`src/hw/rtl/sliding_dft_16_bin_assert.svh`:
```
// Assertion macros shared by the sliding DFT RTL
`ifndef SLIDING_DFT_16_BIN_ASSERT_SVH
`define SLIDING_DFT_16_BIN_ASSERT_SVH
`ifndef SYNTHESIS
// same-cycle implication
`define SDFT_ASSERT_IMP(label, clk, rst, ante, cons) \
  label: assert property (@(posedge clk) disable iff (rst) (ante) |-> (cons)) \
    else $error("sdft assertion failed");
// next-cycle implication
`define SDFT_ASSERT_NXT(label, clk, rst, ante, cons) \
  label: assert property (@(posedge clk) disable iff (rst) (ante) |=> (cons)) \
    else $error("sdft assertion failed");
`else
`define SDFT_ASSERT_IMP(label, clk, rst, ante, cons)
`define SDFT_ASSERT_NXT(label, clk, rst, ante, cons)
`endif
`endif

```
`src/hw/rtl/sdft_pkg.sv`:
```
// Shared constants and controller/datapath types for the sliding DFT
`timescale 1ns / 1ps
package sdft_pkg;
  localparam int BINS_DEFAULT              = 16;
  localparam int TWIDDLE_FRAC_BITS_DEFAULT = 14;
  localparam int SAMPLE_W                  = 8;
  localparam int IDX_W                     = 4;
  localparam int BIN_W                     = 32;
  localparam int REC_W                     = 8;
  localparam int BIN_FRAC_BITS             = 12;

  typedef struct packed {
    logic start;
    logic issue;
  } cmd_t;

  typedef struct packed {
    logic adv;
    logic drained;
  } status_t;
endpackage

```
`src/hw/rtl/sdft_ctrl.sv`:
```
// Sequencer: accepts a sample, issues every bin, waits for the pipeline to drain
`timescale 1ns / 1ps
`include "sliding_dft_16_bin_assert.svh"
module sdft_ctrl #(
  parameter int BINS = sdft_pkg::BINS_DEFAULT
) (
  input  logic                    clk,
  input  logic                    rst,
  input  logic                    in_valid,
  output logic                    in_ready,
  input  sdft_pkg::status_t       status,
  output sdft_pkg::cmd_t          cmd,
  output logic [$clog2(BINS)-1:0] bin_k
);
  import sdft_pkg::*;

  localparam int K_W = $clog2(BINS);

  typedef enum logic [1:0] {S_IDLE, S_ISSUE, S_DRAIN} state_t;

  state_t         state;
  logic [K_W-1:0] k;

  assign in_ready  = (state == S_IDLE);
  assign cmd.start = in_valid && in_ready;
  assign cmd.issue = (state == S_ISSUE);
  assign bin_k     = k;

  always_ff @(posedge clk) begin
    if (rst) begin
      state <= S_IDLE;
      k     <= '0;
    end else begin
      case (state)
        S_IDLE: begin
          if (in_valid) begin
            state <= S_ISSUE;
            k     <= '0;
          end
        end
        S_ISSUE: begin
          if (status.adv) begin
            if (k == K_W'(BINS - 1)) state <= S_DRAIN;
            else k <= k + 1'b1;
          end
        end
        S_DRAIN: begin
          if (status.drained) state <= S_IDLE;
        end
        default: state <= S_IDLE;
      endcase
    end
  end

  `SDFT_ASSERT_IMP(a_ready_drained, clk, rst, in_ready, status.drained)
  `SDFT_ASSERT_NXT(a_stop_after_last, clk, rst, cmd.issue && status.adv && k == K_W'(BINS - 1), !cmd.issue)
  `SDFT_ASSERT_NXT(a_start_issues_zero, clk, rst, cmd.start, cmd.issue && k == '0)
endmodule

```
`config.mk`:
```
export PLATFORM = sky130hd
export DESIGN_NAME = sdft_ctrl
export DESIGN_NICKNAME = d
export VERILOG_FILES = /design/src/hw/rtl/sdft_pkg.sv /design/src/hw/rtl/sdft_ctrl.sv
export VERILOG_INCLUDE_DIRS = /design/src /design/src/hw/rtl
export SDC_FILE = /design/constraint.sdc
export NUM_CORES = 1
export LEC_CHECK = 0
export ABC_AREA = 0
export ABC_CLOCK_PERIOD_IN_PS = 1600
export BUFFER_PORTS_ARGS = -buffer_cell sky130_fd_sc_hd__buf_2
export CORE_AREA = 2 2 39 41
export DETAILED_ROUTE_END_ITERATION = 6
export DIE_AREA = 0 0 41 43
export HOLD_SLACK_MARGIN = 0.1
export PLACE_DENSITY = 0.54
export SLEW_MARGIN = 20
export SYNTH_ARGS = -nofsm -noshare
export SYNTH_HDL_FRONTEND = slang
export SYNTH_SLANG_ARGS = --single-unit
```
`constraint.sdc`:
```
create_clock -name clk -period 1.6 [get_ports clk]
set_input_delay 0.32 -clock clk [delete_from_list [all_inputs] [get_ports clk]]
set_output_delay 0.32 -clock clk [all_outputs]
set_load 0.02 [all_outputs]
```
; ---- After elaboration in Yosys (flattened, before gate mapping)
; Index checks and enable logic that the tools add are counted.
[classes]
n_reduce_logical = 5
eq_ne = 8
addsub = 1
muxes = 9
[op_table]
columns = op, count
row1 = 2-to-1 mux 4 bit, 3
row2 = 2-to-1 mux 2 bit, 4
row3 = "inequality test 2 bit, second input constant", 4
row4 = case mux 4 bit (2 select lines), 1
row5 = AND reduction 4 bit, 2
row6 = case mux 2 bit (3 select lines), 1
row7 = "adder 4 x 1 -> 4 bit, second input constant", 1
row8 = "== test 4 bit, second input constant", 1
row9 = "== test 2 x 1 -> 1 bit, second input constant", 1
row10 = "== test 2 bit, second input constant", 1
row11 = logical NOT 2 bit, 1
row12 = "inequality test 2 x 1 -> 1 bit, second input constant", 1
row13 = nonzero test 2 bit, 1
row14 = logical AND 1 bit, 1
[totals]
output_inout_bits = 7
elab_cells = 25
inputBits = 5
register_bits = 6

; ---- Longest topological paths before layout
[depth]
ltp_word = 4
mapped_depth = 4
mapped_depth_nobuf = 4

; ---- Worst setup path after synthesis
; OpenSTA, ideal clock, no wires.
[synth_path]
path_type = register -> output
start = reg state[1]
end = out cmd[1] (netlist bit)
n_path_buf = 1
t_arrival_ps = 1086
required_ps = 1280
slack_ps = 194
path_stages_with_launch = 4
path_cell_list = dfxtp_1 -> clkbuf_1 -> nor2_1 -> and2_1
[synth_rtl]
columns = item, line_no
row1 = from (decl), sdft_ctrl.sv:21  ; state_t state;
row2 = from (signal assigned), sdft_ctrl.sv:31  ; state <= S_IDLE;
row3 = from (signal assigned), sdft_ctrl.sv:37  ; state <= S_ISSUE;
row4 = from (signal assigned), sdft_ctrl.sv:43  ; if (k == K_W'(BINS - 1)) state <= S_DRAIN;
row5 = to (decl), sdft_ctrl.sv:12  ; output sdft_pkg::cmd_t cmd,

==> key figures <==
Status
  • Status: finished clean

Power and ir drop
  • P_leak: around 0.19 nW
  • Logic pwr share: 15.6%
  • Power Density: 833 nW/um^2
  • Internal power: 0.000264 W
  • Switch Pwr: about 0.00010 W
  • VDD IR-drop max: roughly 280 uV
  • Seq pwr share: about 45%
  • Clock share of power: 39.9%
  • Sw frac: 28.1%

Synth
  • Mapped Cells: 40
  • Mapped Nets: 46
  • Post-synthesis cell type count: 29
  • Synth Register Bits: 6
  • Number of synthesized flops with an enable pin: 0
  • Top FF cell, synth: dfxtp_1
  • Post-synth ARST share: 0%
  • Register area share after synthesis: 33.7%
  • Mean post-synth cell area: 8.91 um^2
  • Syn Std Cell Area: 357 um^2
  • Ys Warns: 0

STA
  • RSZ-0062 raised after global routing: no
  • Worst-margin pin slew: 396 ps
  • Min cycle time layout: 1480 ps
  • Slew Viols, Final: 0
  • Total negative slack: 0 ps
  • Slew HR: 72.8%
  • Worst Skew: 0.549 ps
  • Achievable frequency: 675 MHz
  • WHS: approximately 320 ps
  • Setup-failing EPs final: 0
  • Tcrit/Tclk final: a little over 90%
  • Final Hold Fails: 0

Layout
  • Final std cells w/o fill: 68
  • Area delta synth->final: 23.5%
  • Final core occ: 31.8%
  • Share of cells above drive strength 1: roughly 33%
  • Nets: 60
  • Most frequent cells in the layout: buf_2, dfxtp_1, inv_1, clkbuf_4
  • Fill count: about 150
  • Fin area: approximately 440 um^2
  • Commonest non-fill, non-tap cell in the layout: buf_2
  • Ant. Diodes: 0

Worst setup path
  • Startpoint type of the worst setup path: flip-flop
  • Critical-path cell list: nor2_1 > and2_1 > buf_2
  • Crit Path Category: reg2out
  • Required @ worst endpoint: 1280 ps
  • CP peak stage delay: 510 ps
  • CP max-delay cell: dfxtp_1
  • Crit path arrival time: 1160 ps
  • Crit path buf inv count: 1
  • Worst-path maximum fanout: 9
  • Top delay family on crit path: flip-flops
  • Worst setup EP type: primary output

Detailed routing
  • DR pass1 iterations: 4
  • Vias/cell: 5.18
  • Final ANT Viol Nets: 0
  • Drt total wl: 799 um
  • # DRC: 0
  • Wire length per cell: 11.8 um
  • Routed via count: around 350
  • DRT iter0 DRCs: 4

Die
  • Die area: 1760 um^2
  • Die span in y: approximately 43 um
  • Die W: 41 um
  • Core area: 1380 um^2
  • # IOs: 12
  • Row cnt: 14
  • Initial Util: 25.8%

Global routing
  • GRT Resource Usage Total: 10.4%
  • Vias in the first global route: about 290
  • GR Overflow Total: 0
  • Largest net degree at the start of global routing: 13
  • First-pass GRT wire length: 1.17 mm
  • Antenna violations before repair: 0

CTS
  • H-tree levels: 1
  • Cts repair resizes: 0
  • Num CTS Buffers: 3
  • Hold buffers post-CTS: 0
  • Clk_lat worst skew: about 250 ps
  • Clk pin slew, worst setup/hold paths: 50 ps
  • Post-CTS Setup Bufs: 0
  • Clk sinks: 6
  • Clk buf depth: 2
  • CTS root buffer: clkbuf_4
  • CTS tree: yes

Placed design
  • PortBufs: 11
  • Routability cong.: 0.739
  • Placed instance count: between 60 and 70
  • Dpl cell area: ~420 um^2

Hold path
  • Hold Crit Class: in2reg

Job
  • Number of max-cap violations: 0
[path summary, 6_finish.rpt]
| check | slack [ps] | startpoint | end | cells past startpoint |
|---|---|---|---|---|
| setup / recovery | 120 | state[1]$_SDFFE_PP0P_ | cmd[1] | 3 |
| setup reg to reg | 280 | bin_k[0]$_SDFFE_PP0P_ | bin_k[1]$_SDFFE_PP0P_ | 4 |
| hold / removal | 320 | rst | state[0]$_SDFFE_PP0P_ | 2 |
| hold reg to reg | 530 | bin_k[1]$_SDFFE_PP0P_ | bin_k[1]$_SDFFE_PP0P_ | 2 |
[registers in the layout (all words and copies together), names as in the netlist]
| name | cells |
|---|---|
| state | 2 |
| bin_k | 4 |
[worst register-to-register path, stage by stage (launching register included)]
cell      delay (ps)
dfxtp_1          340
ha_1             240
and4_1           250
o311ai_1         270
o31ai_1          110
[layout make-up]
cell class | count | area [um^2] | area share, %
repair buffers | 11 | 55.1 | 12.5
multi-input cells | 29 | 210 | 47.7
flip-flops and latches | 6 | 121 | 27.6
clock buffers | 3 | 22.5 | 5.11
inverters | 3 | 11.3 | 2.56
well taps | 16 | 20.0 | 4.55
[power groups by stage]
stage	registers, W	logic (W)	clock network [W]
after global routing	0.000164	0.0000632	0.000159
final	0.000163	0.0000571	0.000146
after detailed placement	0.000166	0.0000574	0
after global placement	0.000166	0.0000578	0
after floorplan	0.000163	0.0000427	0
after CTS	0.000163	0.0000579	0.000147
[cells by family (layout without fill, tap and decap cells)]
logic type	after synthesis	after routing	synth area share (%)
simple gates	15	15	26.0
compound gates	11	11	23.5
flops	6	6	33.7
buf+inv	5	17	7.37
mux	2	2	5.96
fa+ha+maj	1	1	3.51
[per-stage QoR]
stage	setup WS, ps	total power [W]
finish	118	0.000367
global route	29.2	0.000386
CTS	82.9	0.000367
detailed placement	172	0.000223
global placement	143	0.000224
floorplan	194	0.000206
[per-layer routing]
metal | track usage (%) | vias to the layer above | part of all wire (%)
met5 | 0 | - | 0
met2 | 15.3 | 10 | 46
met4 | 8.00 | 0 | 1.8
met1 | 10.9 | 160 | 46
li1 | - | 180 | -
met3 | 4.71 | 2 | 5.9
[synthesized netlist by cell type, drive strengths merged, types with 2 or more instances]
cell   n  area (um^2)
a31oi  2         12.5
dfxtp  6          120
inv    3         11.3
nand2  2         7.51
nand3  2         10.0
nor2   2         7.51
No activity file was read; power rests on OpenSTA's default activity.
